**config.mk**
```make
export PLATFORM = sky130hd
export DESIGN_NAME = imu_frame_parser_resync_unit
export DESIGN_NICKNAME = d
export VERILOG_FILES = /design/src/sv/imu_frs_pkg.sv /design/src/sv/imu_frame_parser_resync_unit.sv /design/src/sv/imu_frs_framer.sv /design/src/sv/imu_frs_decode.sv
export SDC_FILE = /design/constraint.sdc
export NUM_CORES = 1
export LEC_CHECK = 0
export BUFFER_PORTS_ARGS = -buffer_cell sky130_fd_sc_hd__buf_4
export CORE_MARGIN = 8
export CORE_UTILIZATION = 32
export CTS_CLUSTER_DIAMETER = 30
export DETAILED_ROUTE_END_ITERATION = 8
export SYNTH_ARGS = -nofsm -noshare
export SYNTH_HDL_FRONTEND = slang
export SYNTH_SLANG_ARGS = --single-unit
```
**constraint.sdc**
```tcl
create_clock -name clk -period 14.8 [get_ports clk]
set_clock_uncertainty 0.1 [all_clocks]
set_input_delay 2.96 -clock clk [delete_from_list [all_inputs] [get_ports clk]]
set_output_delay 2.96 -clock clk [all_outputs]
set_load 0.01 [all_outputs]
```
**src/sv/imu_frs_pkg.sv**
```systemverilog
// ----------------------------------------------------------------------------
// imu_frs_pkg
// shared types, constants and scaling functions of the imu frame parser
// ----------------------------------------------------------------------------
package imu_frs_pkg;

    localparam int unsigned FRAME_LEN  = 11;
    localparam int unsigned WIN_DEPTH  = FRAME_LEN - 1;
    localparam int unsigned CNT_W      = 4;
    localparam int unsigned ANGLE_W    = 24;
    localparam int unsigned RATE_W     = 27;
    localparam int unsigned TDATA_W    = 160;

    localparam logic [7:0] HDR_BYTE    = 8'h55;
    localparam logic [7:0] TYPE_RATE   = 8'h52;
    localparam logic [7:0] TYPE_ANGLE  = 8'h53;

    localparam logic [CNT_W-1:0] CNT_FULL = CNT_W'(WIN_DEPTH);

    // decoded frame from the window stage
    typedef struct packed {
        logic        ok;
        logic [7:0]  kind;
        logic [15:0] v0;
        logic [15:0] v1;
        logic [15:0] v2;
    } frame_t;

    // one result item
    typedef struct packed {
        logic signed [RATE_W-1:0]  rate_z_fix;
        logic signed [RATE_W-1:0]  rate_y_fix;
        logic signed [RATE_W-1:0]  rate_x_fix;
        logic signed [ANGLE_W-1:0] yaw_fix;
        logic signed [ANGLE_W-1:0] pitch_fix;
        logic signed [ANGLE_W-1:0] roll_fix;
    } result_t;

    function automatic logic signed [ANGLE_W-1:0] scale_angle(input logic [15:0] raw);
        logic signed [ANGLE_W:0] prod;
        prod = (ANGLE_W+1)'($signed(raw)) * (ANGLE_W+1)'(180);
        return prod[ANGLE_W-1:0];
    endfunction

    function automatic logic signed [RATE_W-1:0] scale_rate(input logic [15:0] raw);
        logic signed [RATE_W:0] prod;
        prod = (RATE_W+1)'($signed(raw)) * (RATE_W+1)'(2000);
        return prod[RATE_W-1:0];
    endfunction

endpackage

```
**src/sv/imu_frame_parser_resync_unit.sv**
```systemverilog
// ----------------------------------------------------------------------------
// imu_frame_parser_resync_unit
// eleven byte imu serial frame parser with header and checksum resync
// ----------------------------------------------------------------------------
// One received byte is taken per item and the unit sustains one item every
// clock cycle. A byte is held in an input register, then the window check,
// decode and scaling are done combinationally and an angle result is held in
// an output register. The unit stalls only while the output register holds a
// result that the downstream side has not taken.
module imu_frame_parser_resync_unit
    import imu_frs_pkg::*;
(
    input  logic               clk,
    input  logic               rst_n,
    input  logic               s_tvalid,
    output logic               s_tready,
    input  logic [7:0]         s_tdata,   // rx_byte
    output logic               m_tvalid,
    input  logic               m_tready,
    // roll_fix, pitch_fix, yaw_fix, rate_x_fix, rate_y_fix, rate_z_fix, zero pad
    output logic [TDATA_W-1:0] m_tdata
);

    logic       in_valid_reg;
    logic       in_valid_next;
    logic [7:0] in_byte_reg;
    logic       out_valid_reg;
    logic       out_valid_next;
    result_t    out_data_reg;
    logic       fire;
    frame_t     frame;
    logic       res_valid;
    result_t    res;

    assign fire     = in_valid_reg && (!out_valid_reg || m_tready);
    assign s_tready = !in_valid_reg || fire;

    imu_frs_framer u_framer
    (
        .clk     (clk),
        .rst_n   (rst_n),
        .fire    (fire),
        .rx_byte (in_byte_reg),
        .frame   (frame)
    );

    imu_frs_decode u_decode
    (
        .clk       (clk),
        .rst_n     (rst_n),
        .fire      (fire),
        .frame     (frame),
        .res_valid (res_valid),
        .res       (res)
    );

    always_comb
    begin
        in_valid_next = in_valid_reg;
        if (s_tvalid && s_tready)
        begin
            in_valid_next = 1'b1;
        end
        else if (fire)
        begin
            in_valid_next = 1'b0;
        end

        out_valid_next = out_valid_reg;
        if (fire)
        begin
            out_valid_next = res_valid;
        end
        else if (m_tready)
        begin
            out_valid_next = 1'b0;
        end
    end

    always_ff @(posedge clk or negedge rst_n)
    begin
        if (!rst_n)
        begin
            in_valid_reg  <= 1'b0;
            out_valid_reg <= 1'b0;
        end
        else
        begin
            in_valid_reg  <= in_valid_next;
            out_valid_reg <= out_valid_next;
        end
    end

    always_ff @(posedge clk)
    begin
        if (s_tvalid && s_tready)
        begin
            in_byte_reg <= s_tdata;
        end
        if (fire && res_valid)
        begin
            out_data_reg <= res;
        end
    end

    assign m_tvalid = out_valid_reg;
    assign m_tdata  = TDATA_W'(out_data_reg);

endmodule

```
**src/sv/imu_frs_framer.sv**
```systemverilog
// ----------------------------------------------------------------------------
// imu_frs_framer
// byte window with header and additive checksum test, drops the oldest byte
// on a failed check
// ----------------------------------------------------------------------------
module imu_frs_framer
    import imu_frs_pkg::*;
(
    input  logic       clk,
    input  logic       rst_n,
    input  logic       fire,
    input  logic [7:0] rx_byte,
    output frame_t     frame
);

    logic [7:0]       window_reg [WIN_DEPTH];
    logic [7:0]       window_next [WIN_DEPTH];
    logic [CNT_W-1:0] count_reg;
    logic [CNT_W-1:0] count_next;
    logic [7:0]       frm [FRAME_LEN];
    logic [7:0]       sum;
    logic             full;

    always_comb
    begin
        for (int i = 0; i < WIN_DEPTH; i++)
        begin
            frm[i] = window_reg[i];
        end
        frm[FRAME_LEN-1] = rx_byte;

        sum = '0;
        for (int i = 0; i < WIN_DEPTH; i++)
        begin
            sum = sum + frm[i];
        end

        full       = (count_reg == CNT_FULL);
        frame.ok   = full && (frm[0] == HDR_BYTE) && (sum == frm[FRAME_LEN-1]);
        frame.kind = frm[1];
        frame.v0   = {frm[3], frm[2]};
        frame.v1   = {frm[5], frm[4]};
        frame.v2   = {frm[7], frm[6]};
    end

    always_comb
    begin
        window_next = window_reg;
        count_next  = count_reg;
        if (fire)
        begin
            if (!full)
            begin
                window_next[count_reg] = rx_byte;
                count_next             = count_reg + CNT_W'(1);
            end
            else if (frame.ok)
            begin
                count_next = '0;
            end
            else
            begin
                // slide by one, keep ten bytes
                for (int i = 0; i < WIN_DEPTH; i++)
                begin
                    window_next[i] = frm[i+1];
                end
            end
        end
    end

    always_ff @(posedge clk or negedge rst_n)
    begin
        if (!rst_n)
        begin
            count_reg <= '0;
        end
        else
        begin
            count_reg <= count_next;
        end
    end

    always_ff @(posedge clk)
    begin
        window_reg <= window_next;
    end

endmodule

```
**src/sv/imu_frs_decode.sv**
```systemverilog
// ----------------------------------------------------------------------------
// imu_frs_decode
// rate cache and fixed point scaling of good frames
// ----------------------------------------------------------------------------
module imu_frs_decode
    import imu_frs_pkg::*;
(
    input  logic    clk,
    input  logic    rst_n,
    input  logic    fire,
    input  frame_t  frame,
    output logic    res_valid,
    output result_t res
);

    logic [15:0] rate_reg [3];
    logic        is_rate;

    assign is_rate   = frame.ok && (frame.kind == TYPE_RATE);
    assign res_valid = frame.ok && (frame.kind == TYPE_ANGLE);

    always_comb
    begin
        res.roll_fix   = scale_angle(frame.v0);
        res.pitch_fix  = scale_angle(frame.v1);
        res.yaw_fix    = scale_angle(frame.v2);
        res.rate_x_fix = scale_rate(rate_reg[0]);
        res.rate_y_fix = scale_rate(rate_reg[1]);
        res.rate_z_fix = scale_rate(rate_reg[2]);
    end

    always_ff @(posedge clk or negedge rst_n)
    begin
        if (!rst_n)
        begin
            rate_reg[0] <= '0;
            rate_reg[1] <= '0;
            rate_reg[2] <= '0;
        end
        else if (fire && is_rate)
        begin
            rate_reg[0] <= frame.v0;
            rate_reg[1] <= frame.v1;
            rate_reg[2] <= frame.v2;
        end
    end

endmodule
```
==> flow_metrics.env <==
export IMPL_status="finished with violations"
export IMPL_violations="design-rule violations"
export IMPL_crit_type="reg2reg"
export IMPL_tritoncts="yes"
export IMPL_synthMuxAreaShare=0.0228
export IMPL_largest_register_ffs=135
export IMPL_yosys_area_share_simple=0.0549
export IMPL_cts_setup_buffers=0
export IMPL_tns_ns=0
export IMPL_start_util=0.321
export IMPL_finalHoldViolations=0
export IMPL_grt_pass1_wl_mm=95.4
export IMPL_period_share=0.474
export IMPL_port_buffers=148
export IMPL_clockBufferDepth=3
export IMPL_synth_avg_cell_area_um2=11.5
export IMPL_synth_top_flop_cell="edfxtp_1"
export IMPL_yosys_area_top_type="edfxtp_1"
export IMPL_grt_ovfl_total=0
export IMPL_synth_compound_area_frac=0.0819
export IMPL_synth_top_family_by_area="adder cells"
export IMPL_ff2ff_setup_slack_ns=7.79
export IMPL_layout_min_cycle_time_ns=7.01
export IMPL_p_leak_nw=15.2
export IMPL_setup_violations=0
export IMPL_max_freq_mhz=143
export IMPL_hp_start="u_framer.frm[9]$_DFFE_PP_"
export IMPL_h_tree_depth=3
export IMPL_crit_buf_inv=3
export IMPL_drt_pass1_iterations=9
export IMPL_r2r_start="u_framer.frame[27]$_DFFE_PP_"
export IMPL_clk_latency_ns=0.61
export IMPL_fillerInstances=7948
export IMPL_chipWidth_um=302
export IMPL_multi_input_area_um2=16100
export IMPL_setup_worst_path_end_class="flop"
export IMPL_gp_congestion=0.839
export IMPL_drc=2
export IMPL_cts_hold_buf=0
export IMPL_synth_edff_count=223
export IMPL_hp_class="reg2reg"
export IMPL_slowest_delay_ns=0.89
export IMPL_crit_start="u_framer.frame[27]$_DFFE_PP_"
export IMPL_final_util=0.380
export IMPL_num_vias=16700
export IMPL_grt_use_total=0.132
export IMPL_ys_seq_area_frac=0.306
export IMPL_maxCapViolations=0
export IMPL_drtIter0Drc=846
export IMPL_cts_root_buf="clkbuf_16"
export IMPL_startpoint_type="flop"
export IMPL_power_density_nw_per_um2=195
export IMPL_cp_arrival_ns=7.11
export IMPL_via_per_inst=4.61
export IMPL_final_cell_mix="512 x inv_1, 350 x ha_1, 310 x fa_1"
export IMPL_path_clk_slew_ns=0.05
export IMPL_worstPathRequired_ns=14.90
export IMPL_ys_top_cells_by_area="edfxtp_1 26%, fa_1 24%, ha_1 17%"
export IMPL_final_layout_size_suffix_gt1_frac=0.132
export IMPL_netlist_area_leader_share=0.255
export IMPL_drt_wirelength_per_cell_um=16.3
export IMPL_cp_top_family="adder cells"
export IMPL_io_pin_count=174
export IMPL_ir_drop_v=0.000307
export IMPL_fin_nets=3164
export IMPL_grt_max_degree=80
export IMPL_netlist_area_um2=26300
export IMPL_final_common_cell="inv_1"
export IMPL_total_power_mw=6.07
export IMPL_synth_fa_ha_area_frac=0.403
export IMPL_wirelength_mm=58.9
export IMPL_cp_max_fo=79
export IMPL_diodes=0
export IMPL_core_area_um2=81700
export IMPL_cp_slowest_cell="buf_4"
export IMPL_cp_cell_sequence="fa_1 > inv_1 > fa_1 > fa_1 > fa_1 > inv_1 > fa_1 > ha_1 > nor2b_1 > o21ai_0 > nand2b_1 > a21o_1 > a21oi_1 > xnor2_2 > nor3_1 > and3_4 > buf_4"
export IMPL_crit_path_frequent_cell="fa_1"
export IMPL_synth_cells=2284
export IMPL_worst_pin_slew_ns=1.25
export IMPL_synth_xor_xnor_area_share=0.0452
export IMPL_synth_warnings=0
export IMPL_yosys_register_bits=277
export IMPL_grt_pass1_vias=17500
export IMPL_dieArea_um2=91500
export IMPL_clock_sinks=277
export IMPL_rsz0062_at_grt="false"
export IMPL_detail_route_antenna_nets=0
export IMPL_ys_types=71
export IMPL_maxSlewViolCount=0
export IMPL_cts_resized=0
export IMPL_max_slew_margin=0.160
export IMPL_antenna_found_initial=0
export IMPL_seqCellArea_um2=8050
export IMPL_numCtsBuffers=75
export IMPL_area_growth_pct=18.2
export IMPL_synth_async_sr_flop_share=0.195
export IMPL_dp_hpwl_mm=45.9
export IMPL_rows=105
export IMPL_die_y_um=302
[layer usage]
layer / vias up / share of wire / GRT usage / wire length, µm
met5: - / 0 / 0 / 0
met3: 84 / 0.060 / 0.0270 / 3540
met1: 8264 / 0.44 / 0.172 / 25800
met4: 0 / 0.024 / 0.0473 / 1420
li1: 8004 / - / - / -
met2: 357 / 0.48 / 0.218 / 28200
[cells in the mapped netlist (all sizes together) (4+ instances only)]
| cell | n |
|---|---|
| o211a | 4 |
| or2 | 11 |
| nand2b | 14 |
| nor2 | 85 |
| mux2i | 7 |
| nor2b | 19 |
| a22o | 60 |
| nand2 | 39 |
| a31oi | 5 |
| nand3 | 19 |
| and2 | 14 |
| and3 | 14 |
| fa | 310 |
| dfrtp | 54 |
| nand4 | 8 |
| a31o | 4 |
| a21o | 21 |
| a211oi | 17 |
| edfxtp | 223 |
| xor2 | 38 |
| xnor2 | 94 |
| a21oi | 70 |
| or3 | 10 |
| o21ai | 55 |
| mux2 | 47 |
| o21bai | 8 |
| a211o | 4 |
| nor4b | 4 |
| buf | 32 |
| o21a | 24 |
| nor4 | 5 |
| nor3 | 33 |
| o31ai | 5 |
| ha | 350 |
| clkbuf | 20 |
| o211ai | 7 |
| inv | 512 |
[report_power, final]
part / internal, mW / switching, mW
clock: 1.05 / 0.533
combinational: 1.43 / 1.93
sequential: 1.02 / 0.0972
total: 3.50 / 2.56
[per-stage QoR]
step	cells	worst slack (ns)	hold slack [ns]	instance area [µm²]
after floorplan	2308	6.67	0.458	26300
after CTS	3622	7.71	0.497	31000
after global placement	3484	7.84	0.499	28600
final	3623	7.79	0.503	31000
after detailed placement	3484	7.76	0.501	28600
after global routing	3623	7.33	0.526	31000
[kinds of logic after synthesis]
| logic type | count (synthesis) |
|---|---|
| xor+xnor | 133 |
| buf+inv | 564 |
| fa+ha+maj | 660 |
| simple gates | 284 |
| flops | 277 |
| mux | 54 |
| compound gates | 311 |
| other cells | 1 |
[cell type report]
class                           count  area share
Tap cell                         1070      0.0431
Clock inverter                     54      0.0172
Multi-Input combinational cell   1467       0.518
Sequential cell                   277       0.259
Timing Repair Buffer              159      0.0384
Inverter                          512      0.0619
Clock buffer                       84      0.0625
[final timing paths]
check / end / depth (start not counted)
max in group asynchronous: u_decode.rate_reg[47]$_DFFE_PN0P_ / 1
worst min register to register: u_framer.frm[17]$_DFFE_PP_ / 1
worst min-delay path: u_framer.frm[17]$_DFFE_PP_ / 1
min in group asynchronous: u_decode.rate_reg[7]$_DFFE_PN0P_ / 1
worst max-delay path: m_tdata[67]$_DFFE_PP_ / 17
worst max register to register: m_tdata[67]$_DFFE_PP_ / 17
No activity file was read; power rests on OpenSTA's default activity.
